--- config.mk ---
export PLATFORM = sky130hd
export DESIGN_NAME = running_mean_ring_smoother
export DESIGN_NICKNAME = d
export VERILOG_FILES = /design/src/rtl/core/rmrs_pkg.sv /design/src/rtl/core/rmrs_ram.sv /design/src/rtl/core/rmrs_alu.sv /design/src/rtl/core/running_mean_ring_smoother.sv
export SDC_FILE = /design/constraint.sdc
export NUM_CORES = 1
export LEC_CHECK = 0
export ABC_CLOCK_PERIOD_IN_PS = 6000
export BUFFER_PORTS_ARGS = -buffer_cell sky130_fd_sc_hd__buf_2
export CAP_MARGIN = 10
export CORE_MARGIN = 1
export CORE_UTILIZATION = 35
export DETAILED_ROUTE_END_ITERATION = 8
export PLACE_DENSITY = 0.6
export SLEW_MARGIN = 30
export SYNTH_ARGS = -nofsm -noshare
export SYNTH_HDL_FRONTEND = slang
export SYNTH_HIERARCHICAL = 1
export SYNTH_SLANG_ARGS = --single-unit
--- constraint.sdc ---
create_clock -name clk -period 6 [get_ports clk]
set_input_delay 0.6 -clock clk [delete_from_list [all_inputs] [get_ports clk]]
set_output_delay 0.6 -clock clk [all_outputs]
set_load 0.005 [all_outputs]
--- src/rtl/core/rmrs_pkg.sv ---
package rmrs_pkg;

  // Operation select for the shared adder.
  typedef struct packed {
    logic subtract;  // Add the ones complement of b plus one.
    logic zero_a;    // Force the a operand to zero (pass or negate b).
  } alu_ctl_t;

endpackage

--- src/rtl/core/rmrs_ram.sv ---
module rmrs_ram #(
  parameter int WIDTH = 24,
  parameter int DEPTH = 8
) (
  input  logic                     clk,
  input  logic                     we,
  input  logic [$clog2(DEPTH)-1:0] waddr,
  input  logic [WIDTH-1:0]         wdata,
  input  logic                     re,
  input  logic [$clog2(DEPTH)-1:0] raddr,
  output logic [WIDTH-1:0]         rdata
);

  logic [WIDTH-1:0] mem_r [DEPTH];
  logic [WIDTH-1:0] rdata_r;

  always_ff @(posedge clk) begin
    if (we) begin
      mem_r[waddr] <= wdata;
    end
    if (re) begin
      rdata_r <= mem_r[raddr];
    end
  end

  assign rdata = rdata_r;

endmodule

--- src/rtl/core/rmrs_alu.sv ---
module rmrs_alu import rmrs_pkg::*; #(
  parameter int AW = 28
) (
  input  alu_ctl_t      ctl,
  input  logic [AW-1:0] a,
  input  logic [AW-1:0] b,
  output logic [AW-1:0] sum
);

  logic [AW-1:0] a_op;
  logic [AW-1:0] b_op;

  always_comb begin
    a_op = ctl.zero_a ? '0 : a;
    b_op = ctl.subtract ? ~b : b;
    sum  = a_op + b_op + AW'(ctl.subtract);
  end

endmodule

--- src/rtl/core/running_mean_ring_smoother.sv ---
// Channel | Direction | tdata (low bit up)            | tuser
// in_     | slave     | sample_value, zero padding    | -
// out_    | master    | mean_value, zero padding      | window_full
//
// An item passes from acceptance through the SUB, ADD, ABS, DIV and NEG steps to the
// result register; the restoring divider produces one quotient bit per cycle on the
// shared adder. in_tready is high only between items.
// A finished result waits in the output register while the next word is taken.
// Reset needs no clearing pass: slots not yet written are read as zero by fill count.
// A stalled output holds the sequencer in its final step until the register frees.
module running_mean_ring_smoother import rmrs_pkg::*; #(
  parameter int WINDOW_DEPTH = 8,
  parameter int SAMPLE_BITS  = 24
) (
  input  logic                                 clk,
  input  logic                                 rst_n,
  input  logic                                 in_tvalid,
  output logic                                 in_tready,
  input  logic [((SAMPLE_BITS+7)/8)*8-1:0]     in_tdata,   // sample_value
  output logic                                 out_tvalid,
  input  logic                                 out_tready,
  output logic [((SAMPLE_BITS+7)/8)*8-1:0]     out_tdata,  // mean_value
  output logic                                 out_tuser   // window_full
);

  localparam int DW = ((SAMPLE_BITS + 7) / 8) * 8;
  localparam int IW = $clog2(WINDOW_DEPTH);
  localparam int CW = $clog2(WINDOW_DEPTH + 1);
  localparam int TW = SAMPLE_BITS + IW;
  localparam int AW = TW + 1;
  localparam int NW = $clog2(TW);

  typedef enum logic [2:0] {
    ST_IDLE,
    ST_SUB,
    ST_ADD,
    ST_ABS,
    ST_DIV,
    ST_NEG
  } state_t;

  state_t                 state_r, state_nxt;
  logic [IW-1:0]          slot_r, slot_nxt;
  logic [CW-1:0]          fill_r, fill_nxt;
  logic [TW-1:0]          total_r, total_nxt;
  logic [SAMPLE_BITS-1:0] sample_r, sample_nxt;
  logic [TW-1:0]          quo_r, quo_nxt;
  logic [CW-1:0]          rem_r, rem_nxt;
  logic [NW-1:0]          cnt_r, cnt_nxt;
  logic                   neg_r, neg_nxt;
  logic                   out_valid_r, out_valid_nxt;
  logic [SAMPLE_BITS-1:0] mean_r, mean_nxt;
  logic                   full_r, full_nxt;

  logic                   in_fire;
  logic                   out_free;
  logic                   win_full;
  logic [SAMPLE_BITS-1:0] old_sample;
  logic [SAMPLE_BITS-1:0] ram_rdata;
  logic                   ram_we;
  logic [CW:0]            shifted;
  logic                   ge;

  alu_ctl_t               alu_ctl;
  logic [AW-1:0]          alu_a;
  logic [AW-1:0]          alu_b;
  logic [AW-1:0]          alu_sum;

  assign in_tready = (state_r == ST_IDLE);
  assign in_fire   = in_tvalid && in_tready;
  assign out_free  = !out_valid_r || out_tready;
  assign win_full  = (fill_r == CW'(WINDOW_DEPTH));

  // The slot under the write index has been written only once the window is full.
  assign old_sample = win_full ? ram_rdata : '0;
  assign shifted    = {rem_r, quo_r[TW-1]};
  assign ge         = !alu_sum[AW-1];
  assign ram_we     = (state_r == ST_ADD);

  rmrs_ram #(
    .WIDTH(SAMPLE_BITS),
    .DEPTH(WINDOW_DEPTH)
  ) u_ram (
    .clk   (clk),
    .we    (ram_we),
    .waddr (slot_r),
    .wdata (sample_r),
    .re    (in_fire),
    .raddr (slot_r),
    .rdata (ram_rdata)
  );

  rmrs_alu #(
    .AW(AW)
  ) u_alu (
    .ctl (alu_ctl),
    .a   (alu_a),
    .b   (alu_b),
    .sum (alu_sum)
  );

  always_comb begin
    alu_ctl = '0;
    alu_a   = {total_r[TW-1], total_r};
    alu_b   = '0;
    case (state_r)
      ST_SUB: begin
        alu_ctl.subtract = 1'b1;
        alu_b = {{(AW-SAMPLE_BITS){old_sample[SAMPLE_BITS-1]}}, old_sample};
      end
      ST_ADD: begin
        alu_b = {{(AW-SAMPLE_BITS){sample_r[SAMPLE_BITS-1]}}, sample_r};
      end
      ST_ABS: begin
        alu_ctl.zero_a   = 1'b1;
        alu_ctl.subtract = total_r[TW-1];
        alu_b = {total_r[TW-1], total_r};
      end
      ST_DIV: begin
        // Trial subtraction of the divisor from the shifted partial remainder.
        alu_ctl.subtract = 1'b1;
        alu_a = AW'(shifted);
        alu_b = AW'(fill_r);
      end
      ST_NEG: begin
        alu_ctl.zero_a   = 1'b1;
        alu_ctl.subtract = neg_r;
        alu_b = AW'(quo_r);
      end
      default: begin
        alu_ctl = '0;
      end
    endcase
  end

  always_comb begin
    state_nxt     = state_r;
    slot_nxt      = slot_r;
    fill_nxt      = fill_r;
    total_nxt     = total_r;
    sample_nxt    = sample_r;
    quo_nxt       = quo_r;
    rem_nxt       = rem_r;
    cnt_nxt       = cnt_r;
    neg_nxt       = neg_r;
    out_valid_nxt = out_valid_r && !out_tready;
    mean_nxt      = mean_r;
    full_nxt      = full_r;
    case (state_r)
      ST_IDLE: begin
        if (in_fire) begin
          sample_nxt = in_tdata[SAMPLE_BITS-1:0];
          state_nxt  = ST_SUB;
        end
      end
      ST_SUB: begin
        total_nxt = alu_sum[TW-1:0];
        state_nxt = ST_ADD;
      end
      ST_ADD: begin
        total_nxt = alu_sum[TW-1:0];
        slot_nxt  = (slot_r == IW'(WINDOW_DEPTH - 1)) ? '0 : slot_r + 1'b1;
        if (!win_full) begin
          fill_nxt = fill_r + 1'b1;
        end
        state_nxt = ST_ABS;
      end
      ST_ABS: begin
        neg_nxt   = total_r[TW-1];
        quo_nxt   = alu_sum[TW-1:0];
        rem_nxt   = '0;
        cnt_nxt   = NW'(TW - 1);
        state_nxt = ST_DIV;
      end
      ST_DIV: begin
        rem_nxt = ge ? alu_sum[CW-1:0] : shifted[CW-1:0];
        quo_nxt = {quo_r[TW-2:0], ge};
        cnt_nxt = cnt_r - 1'b1;
        if (cnt_r == '0) begin
          state_nxt = ST_NEG;
        end
      end
      ST_NEG: begin
        if (out_free) begin
          mean_nxt      = alu_sum[SAMPLE_BITS-1:0];
          full_nxt      = win_full;
          out_valid_nxt = 1'b1;
          state_nxt     = ST_IDLE;
        end
      end
      default: begin
        state_nxt = ST_IDLE;
      end
    endcase
  end

  always_ff @(posedge clk) begin
    if (!rst_n) begin
      state_r     <= ST_IDLE;
      slot_r      <= '0;
      fill_r      <= '0;
      total_r     <= '0;
      out_valid_r <= 1'b0;
    end else begin
      state_r     <= state_nxt;
      slot_r      <= slot_nxt;
      fill_r      <= fill_nxt;
      total_r     <= total_nxt;
      out_valid_r <= out_valid_nxt;
    end
    sample_r <= sample_nxt;
    quo_r    <= quo_nxt;
    rem_r    <= rem_nxt;
    cnt_r    <= cnt_nxt;
    neg_r    <= neg_nxt;
    mean_r   <= mean_nxt;
    full_r   <= full_nxt;
  end

  assign out_tvalid = out_valid_r;
  assign out_tdata  = DW'(mean_r);
  assign out_tuser  = full_r;

endmodule

### Yosys cells after proc, flatten, opt, wreduce, memory -nomap -nowiden

Memory sizes are Yosys's and may differ from the RTL's. A register that Yosys moved wholly into a read port is not among the register bits.
Index checks and enable logic that the tools add are counted.

| storage, ports and cells | value |
|---|---|
| flip-flop bits (word level) | 124 |
| RAM bits | 192 |
| output and inout port bits | 27 |
| memories kept | 1 |

Memory list:

| name | words | bits a word | rd ports | clocked after Yosys merged registers in | write ports | RTL line | RTL |
|---|---|---|---|---|---|---|---|
| u_ram.mem_r | 8 | 24 | 1 | 1 | 1 | rmrs_ram.sv:14 | `logic [WIDTH-1:0] mem_r [DEPTH];` |

| operators by class | value |
|---|---|
| $add $sub $neg | 5 |
| equal/unequal tests | 10 |
| mux-type cells | 20 |
| bitwise gates (word level) | 2 |
| reductions and logical operators | 16 |

Operators with widths:

| operator | number |
|---|---|
| one-hot mux 28 bit (5 select lines) | 1 |
| 2-to-1 mux 28 bit | 3 |
| one-hot mux 27 bit (2 select lines) | 1 |
| adder 28 x 1 -> 28 bit | 1 |
| adder 28 bit | 1 |
| inverter 28 bit | 1 |
| 2-to-1 mux 24 bit | 1 |
| one-hot mux 3 bit (6 select lines) | 1 |
| 2-to-1 mux 3 bit | 4 |
| one-hot mux 5 bit (2 select lines) | 1 |
| == test 3 bit (second input constant) | 3 |
| one-hot mux 4 bit (2 select lines) | 1 |
| == test 3 x 2 -> 1 bit (second input constant) | 2 |
| AND reduction 2 bit | 3 |
| OR reduction 2 bit | 3 |
| zero test 5 bit | 1 |
| 2-to-1 mux 1 bit | 5 |
| subtractor 5 x 1 -> 5 bit (second input constant) | 1 |
| adder 4 x 1 -> 4 bit (second input constant) | 1 |
| == test 4 bit (second input constant) | 1 |
| 2-to-1 mux 4 bit | 1 |
| inequality test 2 bit (second input constant) | 2 |
| adder 3 x 1 -> 3 bit (second input constant) | 1 |
| == test 3 x 1 -> 1 bit (second input constant) | 1 |
| other kinds (9) | 12 |

### Longest topological paths before layout

Gate-level depths: netlist (run 1).

| logic depth | value |
|---|---|
| depth after elaboration | 9 |
| depth in mapped cells | 21 |
| depth with buffers taken out | 18 |

### Modules after synthesis

The synthesis (run 1) kept the hierarchy.

By module, submodules not included:

| module | times used | cells each | area each (µm²) | seq. area each (µm²) |
|---|---|---|---|---|
| rmrs_ram | 1 | 314 | 8037.7 | 6486.2 |
| running_mean_ring_smoother | 1 | 465 | 5590.4 | 3343.2 |
| rmrs_alu | 1 | 265 | 1874.3 | 0.0 |

### Least setup slack after synthesis (run 1)

OpenSTA, ideal clock, no wires.

| timing | value |
|---|---|
| path type | register to register |
| from | register state_r[0] |
| to | register quo_r[26], data pin |
| library setup time | 0.260 ns |
| data arrival time | 4.059 ns |
| setup slack | 1.682 ns |
| stages on the path, launching flop included | 17 |
| clock period less this slack | 4.318 ns |
| path through | dfxtp_1 -> buf_4 -> clkbuf_1 -> nor2_1 -> a221oi_1 -> buf_4 -> buf_1 -> xor2_1 -> fa_1 -> a21o_1 -> a221oi_2 -> o21ai_1 -> a221o_1 -> o31ai_4 -> o21ai_1 -> xor2_1 -> mux2_2 |

RTL lines:

| item | RTL line | RTL |
|---|---|---|
| start: declaration | running_mean_ring_smoother.sv:42 | `state_t state_r, state_nxt;` |
| start signal: assignment | running_mean_ring_smoother.sv:205 | `state_r <= state_nxt;` |
| end signal: assignment | running_mean_ring_smoother.sv:212 | `quo_r <= quo_nxt;` |
| end: declaration | running_mean_ring_smoother.sv:47 | `logic [TW-1:0] quo_r, quo_nxt;` |

==> impl_summary.txt, run 1 <==
----------------------------------------------------
[Run status]
  Result of the run ... complete, no violations

[Logic synthesis]
  Post-Synthesis Mean Instance Area ... 14.8 sq um
  Sequential fraction of the synthesis area ... 0.634
  Synth async-reset ratio ... 0
  Synthesized area ... 15500 sq um
  Synthesized netlist cell count ... 1044
  Distinct cell type count of the synthesized netlist ... 67
  Total of flip-flops plus latches after synthesis ... 340
  Synthesized Nets ... 1105
  Number of enable-type register cells in the synthesized netlist ... a little over 300
  Number of synthesis warnings ... 6
  Most instantiated flip-flop cell in the synthesis netlist ... sky130_fd_sc_hd__edfxtp_1

[Timing]
  Setup TNS ... 0 ns
  Slew of the pin with the lowest slew margin ... 0.958 ns
  Final critical-path required period ... 5.03 ns
  Clock skew after layout ... 0.0149 ns
  Total count of max-transition violations in the final report ... 0
  Final setup violation count ... 0
  Worst hold slack after final layout ... between 0.2 and 0.25 ns
  Final hold violations ... 0
  Achievable clock frequency ... 199 MHz
  RSZ-0062 raised after global routing ... false
  Post-route fraction of the period consumed by the critical path ... 0.838
  Max transition margin ... 0.361
  Worst setup slack after layout ... 0.973 ns

[Job]
  Max-cap violation count ... 0

[Global routing]
  Number of antenna violations at the first check in global routing ... 0
  Pin count of the biggest net entering global routing ... 53
  Global routing usage summed across all routing layers ... 0.156
  Number of global-route vias before repair ... ~8900
  Gr ovfl total ... 0
  Global-route wire length before repair ... 53.5 mm

[CTS]
  Post-CTS sizing ... 0
  Clock Path Buffers ... 3
  Number of levels the H-tree was split into ... 2
  Clock network latency to the later pin of the worst-skew pair ... approximately 0.54 ns
  # clock sinks ... 340
  Clock-pin slew on the worst setup and hold paths ... 0.06 ns
  Total CTS buffers ... 38
  CTS root buffer ... sky130_fd_sc_hd__clkbuf_16
  Number of hold-repair buffers added at the cts stage ... 0
  TritonCTS clock tree ... built
  Postcts setup bufs ... 0

[Worst setup path]
  Kind of start point of the critical path ... flop
  Data required time at the worst endpoint ... between 6 and 7 ns
  Sort of element at the end of the critical path ... flop
  Worst Path Class, Setup ... flop to flop
  Critical path arrival ... approximately 5.3 ns
  Critical Path Fanout Max ... 19

[Power and ir drop]
  Lkg Pwr ... around 6.2 nW
  Total Power ... 6.32 mW
  Worst voltage drop across the vdd grid ... between 0.15 and 0.2 mV
  Total power per unit cell area ... 357 nW/um^2

[Floorplanning]
  Area of the die ... between 40000 and 50000 sq um
  Standard-cell rows ... 76
  Total I/O pin count ... 55
  Area inside the core boundary ... between 40000 and 50000 sq um
  Vertical die dimension ... 212 microns
  Die boundary width ... 212 microns
  Initial standard-cell utilization of the core ... 0.358

[Placement]
  Final Wtd Congestion ... 0.842
  Estimated wirelength of the detail-placed design ... 22.2 mm
  # port buffers ... 54
  Number of cells in the design after placement ... around 1600
  Dpl ws ... 0.969 ns
  Cell area after placement ... approximately 16000 sq um

[Layout]
  Post-Layout Cell Count ... 1716
  Area Overhead vs Synth ... 14.3%
  Diode insertion count for antenna repair ... 0
  Final nets ... ~1200
  Final cell area excluding filler cells ... 17700 sq um
  Count of fill cells added during filler insertion ... 4018
  Fraction of final layout cells sized beyond drive strength 1 ... 0.232
  Utilization of the core after routing ... 0.409

[Detailed routing]
  Number of vias after detailed routing ... 8931
  Aggregate routed wire length ... 34.6 mm
  Post-detailed-route wirelength per cell ... 20.2 microns
  Drt drc ... 0
  Violation count after the first detailed-route iteration ... 689
  Per-cell via count in the routed design ... 5.20
  Remaining antenna violation count after routing ... 0
  DRT Pass-1 Iters ... 7

[Worst hold path]
  Min-Delay Path Class ... input pin to flop

----------------------------------------------------
## flip-flops by register name, indices dropped and copies added (netlist names), 4 cells and up
signal       flops
cnt_r            5
fill_r           4
out_tdata       24
quo_r           27
rem_r            4
sample_r        24
total_r         27
u_ram/mem_r    192
u_ram/rdata     24
## final timing paths
| kind | startpoint | to | slack [ns] | cells past startpoint |
|---|---|---|---|---|
| setup reg to reg | state_r[1]$_SDFFE_PN0P_ | quo_r[26]$_DFFE_PP_ | 0.97 | 13 |
| setup / recovery | state_r[1]$_SDFFE_PN0P_ | quo_r[26]$_DFFE_PP_ | 0.97 | 13 |
| hold reg to reg | total_r[22]$_SDFFE_PN0P_ | total_r[22]$_SDFFE_PN0P_ | 0.50 | 2 |
| hold / removal | in_tdata[16] | sample_r[16]$_DFFE_PP_ | 0.23 | 1 |
## cells in the final DEF (no fill, tap or decap), drive strengths merged, types with 9 or more instances in the layout
master / synthesis / routed
dfxtp: 38 / 38
nand3: 35 / 35
clkinv: 1 / 20
mux2: 57 / 57
a21oi: 62 / 62
nand2: 33 / 33
nor2: 50 / 50
ha: 32 / 32
xnor2: 25 / 25
mux2i: 25 / 25
a221o: 22 / 22
clkbuf: 29 / 44
nor3: 9 / 9
mux4: 48 / 48
edfxtp: 302 / 302
buf: 31 / 77
xor2: 34 / 34
a21o: 15 / 15
nor2b: 51 / 51
inv: 17 / 19
o21ai: 53 / 53
## Yosys cell counts, types with 3 or more instances
cell type                  number  area share
sky130_fd_sc_hd__mux2_4        12       0.012
sky130_fd_sc_hd__nand3_1       35       0.011
sky130_fd_sc_hd__a21o_1        15      0.0073
sky130_fd_sc_hd__or3_1          4      0.0016
sky130_fd_sc_hd__a221o_1       22       0.014
sky130_fd_sc_hd__nand4_1        4      0.0016
sky130_fd_sc_hd__ha_1          32       0.026
sky130_fd_sc_hd__nor3b_1        3      0.0015
sky130_fd_sc_hd__clkbuf_1      29      0.0070
sky130_fd_sc_hd__nand2_1       33      0.0080
sky130_fd_sc_hd__o21ai_0       44       0.014
sky130_fd_sc_hd__mux2_2        45       0.033
sky130_fd_sc_hd__a31oi_1        4      0.0016
sky130_fd_sc_hd__xnor2_1       25       0.014
sky130_fd_sc_hd__buf_4          3      0.0015
sky130_fd_sc_hd__nor2b_1       51       0.021
sky130_fd_sc_hd__o21a_1         3      0.0015
sky130_fd_sc_hd__a22oi_1        3      0.0015
sky130_fd_sc_hd__nand2b_1       7      0.0028
sky130_fd_sc_hd__buf_2         21      0.0068
sky130_fd_sc_hd__and2_1         3      0.0012
sky130_fd_sc_hd__a221oi_1       6      0.0034
sky130_fd_sc_hd__xor2_1        33       0.019
sky130_fd_sc_hd__dfxtp_1       38       0.049
sky130_fd_sc_hd__mux2i_1       25       0.016
sky130_fd_sc_hd__mux4_2        48       0.070
sky130_fd_sc_hd__buf_1          4     0.00097
sky130_fd_sc_hd__nor2_1        50       0.012
sky130_fd_sc_hd__and3_1         3      0.0012
sky130_fd_sc_hd__o21bai_1       3      0.0015
sky130_fd_sc_hd__inv_1         14      0.0034
sky130_fd_sc_hd__nor3_1         9      0.0029
sky130_fd_sc_hd__a21oi_1       62       0.020
sky130_fd_sc_hd__inv_2          3     0.00073
sky130_fd_sc_hd__o21ai_1        9      0.0029
sky130_fd_sc_hd__edfxtp_1     302        0.58
## kinds of logic after synthesis
logic type	synth area share
flops	0.634
simple gates	0.0705
compound gates	0.0804
mux	0.130
buf+inv	0.0239
xor+xnor	0.0338
fa+ha+maj	0.0271
## worst max-delay path, cell delays in order (launching register included)
cell and delay, ns:
sky130_fd_sc_hd__dfxtp_1 0.77, sky130_fd_sc_hd__nor2b_1 0.62, sky130_fd_sc_hd__o21a_1 0.65, sky130_fd_sc_hd__nand3b_1 0.23, sky130_fd_sc_hd__nand2_1 0.08, sky130_fd_sc_hd__fa_1 0.40, sky130_fd_sc_hd__a21o_1 0.23, sky130_fd_sc_hd__a221oi_2 0.37
sky130_fd_sc_hd__o21ai_1 0.18, sky130_fd_sc_hd__a221o_1 0.43, sky130_fd_sc_hd__o31ai_4 0.26, sky130_fd_sc_hd__o21ai_1 0.12, sky130_fd_sc_hd__xor2_1 0.18, sky130_fd_sc_hd__mux2_2 0.27
## routing by layer
metal  global-route usage  share of wire  wire length, microns  up-vias
li1                     -              -                     -     4151
met1                0.234           0.48                 16800     4512
met3               0.0248          0.053                  1820       42
met4               0.0377          0.016                   567        0
met5                    0              0                     0        -
met2                0.234           0.45                 15500      226
## layout make-up
cell class	instances	area [sq um]	area share
sequential	340	9840	0.555
multi-input combinational	626	5380	0.304
clock buffer	44	983	0.0555
tap	585	732	0.0413
timing repair buffer	77	443	0.0250
clock inverter	26	270	0.0153
inverter	18	67.6	0.00381
## power breakdown
group | switching (mW) | internal (mW) | leakage, nW
registers | 0.118 | 2.79 | 3.06
clock network | 0.953 | 1.36 | 0.616
logic | 0.650 | 0.453 | 2.50
Power figures use the tool's default switching activity.
==> run 2, diff against run 1 <==
- ABC_CLOCK_PERIOD_IN_PS: 6000 -> 4800
- clock period: 6 -> 4.8 ns (I/O delays scaled with it)
==> run 2 against run 1 <==
Critical path depth rose by 1. Fmax rose by 11%. Count of clock-buffer cells in the layout rose by 6. Wire length rose by 1.1%. Via count rose by 1.2%. Cell count rose by 0.76%. Critical endpoint unchanged. Largest power group unchanged.
==> impl_summary.txt, run 2 (synthesis results as in run 1) <==
----------------------------------------------------
[Placement]
  Final Wtd Congestion ... 0.914 (+8.5%)
  # port buffers ... 54 (unchanged)
  Cell area after placement ... 16600 sq um (+0.80%)
  Estimated wirelength of the detail-placed design ... 23.2 mm (+4.6%)

[Layout]
  Number of flip-flops under the largest register name ... 192 (unchanged)
  Count of fill cells added during filler insertion ... 4019 (+0.025%)
  Final cell area excluding filler cells ... 17800 sq um (+0.34%)
  Final nets ... 1178 (+1.4%)
  Registers with the most flip-flops ... u_ram/mem_r (192), quo_r (27), total_r (27)
  Register with the highest flop count ... u_ram/mem_r
  Utilization of the core after routing ... 0.410 (+0.00138)
  Area Overhead vs Synth ... 14.7%
  Diode insertion count for antenna repair ... 0 (unchanged)
  Most frequent cells in the layout ... sky130_fd_sc_hd__edfxtp_1, sky130_fd_sc_hd__a21oi_1, sky130_fd_sc_hd__buf_2, sky130_fd_sc_hd__nor2b_1, sky130_fd_sc_hd__mux4_2
  Fraction of final layout cells sized beyond drive strength 1 ... 0.238 (+0.00611)
  Commonest non-fill, non-tap cell in the layout ... sky130_fd_sc_hd__edfxtp_1

[Detailed routing]
  Number of vias after detailed routing ... 9038 (+1.2%)
  Per-cell via count in the routed design ... 5.23 (+0.44%)
  DRT Pass-1 Iters ... 5 (-2)
  Post-detailed-route wirelength per cell ... 20.2 microns (+0.34%)
  Aggregate routed wire length ... 35.0 mm (+1.1%)
  Violation count after the first detailed-route iteration ... 560 (-19%)
  Remaining antenna violation count after routing ... 0 (unchanged)
  Highest metal layer with signal wires ... met4
  Detailed route wirelength on metal3 ... 2.18 mm (+19%)
  Metal-1 WL ... 16.5 mm (-1.7%)
  Wire length on met2 ... 15.6 mm (+1.1%)
  Drt drc ... 0 (unchanged)

[Global routing]
  Global-route wire length before repair ... 54.2 mm (+1.2%)
  Global routing usage summed across all routing layers ... 0.158 (+0.00207)
  Number of global-route vias before repair ... 9174 (+3.2%)
  Pin count of the biggest net entering global routing ... 52 (-1.9%)
  Gr ovfl total ... 0 (unchanged)
  Number of antenna violations at the first check in global routing ... 0 (unchanged)

[Worst hold path]
  Worst hold path startpoint ... in_tdata[3]
  Min-Delay Path Class ... input pin to flop

[Timing]
  Total count of max-transition violations in the final report ... 0 (unchanged)
  Final setup violation count ... 0 (unchanged)
  Max transition margin ... 0.356 (-0.00551)
  Post-route fraction of the period consumed by the critical path ... 0.941 (+0.103)
  Final hold violations ... 0 (unchanged)
  Setup TNS ... 0 ns (unchanged)
  RSZ-0062 raised after global routing ... false
  Slew of the pin with the lowest slew margin ... 0.961 ns (+0.00232 ns)
  Achievable clock frequency ... 221 MHz (+11%)
  Final critical-path required period ... 4.52 ns (-0.509 ns)
  Clock skew after layout ... 0.0138 ns (-0.00112 ns)

[Worst setup path]
  Sort of element at the end of the critical path ... flop
  Capture point of the worst reg-to-reg path ... quo_r[26]$_DFFE_PP_
  Critical path arrival ... 4.80 ns (-0.52 ns)
  Launch point of the worst reg-to-reg path ... state_r[1]$_SDFFE_PN0P_
  Data required time at the worst endpoint ... 5.08 ns (-1.21 ns)
  Worst Path Class, Setup ... flop to flop
  Cell depth of the worst flop-to-flop path ... 14 (+1)
  Critical Path Fanout Max ... 10 (-9)
  Setup crit end ... quo_r[26]$_DFFE_PP_
  Kind of start point of the critical path ... flop
  Worst setup slack for register-to-register paths ... 0.28 ns (-0.69 ns)
  Launch point of the critical path ... state_r[1]$_SDFFE_PN0P_

[Floorplanning]
  Initial standard-cell utilization of the core ... 0.358 (unchanged)
  Standard-cell rows ... 76 (unchanged)
  Area of the die ... 45100 sq um (unchanged)
  Area inside the core boundary ... 43400 sq um (unchanged)
  Die boundary width ... 212 microns (unchanged)
  Vertical die dimension ... 212 microns (unchanged)
  Total I/O pin count ... 55 (unchanged)

[Run status]
  Result of the run ... complete, no violations

[CTS]
  CTS root buffer ... sky130_fd_sc_hd__clkbuf_16
  Number of levels the H-tree was split into ... 2 (unchanged)
  TritonCTS clock tree ... built
  Total CTS buffers ... 37 (-2.6%)
  Clock Path Buffers ... 3 (unchanged)
  Number of hold-repair buffers added at the cts stage ... 0 (unchanged)
  Clock network latency to the later pin of the worst-skew pair ... 0.54 ns (about the same)
  # clock sinks ... 340 (unchanged)
  Clock-pin slew on the worst setup and hold paths ... 0.06 ns (about the same)

[Job]
  Max-cap violation count ... 0 (unchanged)

[Power and ir drop]
  Total power per unit cell area ... 436 nW/um^2 (+22%)
  Total Power ... 7.74 mW (+23%)
  Worst voltage drop across the vdd grid ... 0.233 mV (+39%)
  Lkg Pwr ... 6.22 nW (+0.81%)

----------------------------------------------------
==> run 2: per-layer routing <==
metal / track usage / vias to the layer above
met1: 0.226 / 4541
met5: 0 / -
met4: 0.0464 / 0
met3: 0.0297 / 53
li1: - / 4177
met2: 0.243 / 267
==> run 2: report_power, final <==
part / total [mW] / leakage [nW] / switching, mW / internal (mW)
clock: 2.71 / 0.556 / 1.15 / 1.56
sequential: 3.65 / 3.06 / 0.166 / 3.48
combinational: 1.39 / 2.61 / 0.797 / 0.588
==> run 2: metrics by stage <==
stage | setup slack (ns) | hold WS, ns | std cells
2_1_floorplan | 0.482 | 0.445 | 1044
3_3_place_gp | 0.336 | 0.474 | 1660
3_5_place_dp | 0.254 | 0.482 | 1660
4_1_cts | 0.242 | 0.0863 | 1726
5_1_grt | 0.00977 | 0.0898 | 1729
6_report | 0.283 | 0.114 | 1729
==> run 2: what timing repair did <==
item                       CTS  global route
resized for setup            0             1
setup endpoints to repair    0             5
buffers inserted             0             3
==> run 2: layout make-up <==
class	instances	area, sq um	area share
clock inverter	16	126	0.00711
inverter	18	67.6	0.00380
timing repair buffer	94	608	0.0342
tap	585	732	0.0412
sequential	340	9840	0.553
clock buffer	50	1030	0.0577
multi-input combinational	626	5380	0.303
==> run 2: critical path: stages (launching register included) <==
cell and delay (ns):
sky130_fd_sc_hd__dfxtp_1 0.58, sky130_fd_sc_hd__nor2b_1 0.41, sky130_fd_sc_hd__a221oi_1 0.19, sky130_fd_sc_hd__o2bb2ai_1 0.35, sky130_fd_sc_hd__nand2b_1 0.19, sky130_fd_sc_hd__nand2_1 0.07
sky130_fd_sc_hd__fa_1 0.41, sky130_fd_sc_hd__a21o_1 0.23, sky130_fd_sc_hd__a221oi_2 0.37, sky130_fd_sc_hd__o21ai_1 0.19, sky130_fd_sc_hd__a221o_1 0.45, sky130_fd_sc_hd__o31ai_4 0.26
sky130_fd_sc_hd__o21ai_1 0.12, sky130_fd_sc_hd__xor2_1 0.18, sky130_fd_sc_hd__mux2_2 0.27
==> run 2: worst min-delay path by stage <==
stage / endpoint / slack (ns) / depth (start not counted)
final: sample_r[3]$_DFFE_PP_ / 0.11 / 1
after global routing: sample_r[9]$_DFFE_PP_ / 0.09 / 1
after CTS: sample_r[21]$_DFFE_PP_ / 0.09 / 1
after detailed placement: total_r[25]$_SDFFE_PN0P_ / 0.48 / 2
after global placement: total_r[25]$_SDFFE_PN0P_ / 0.47 / 2
after floorplan: neg_r$_DFFE_PN_ / 0.45 / 0
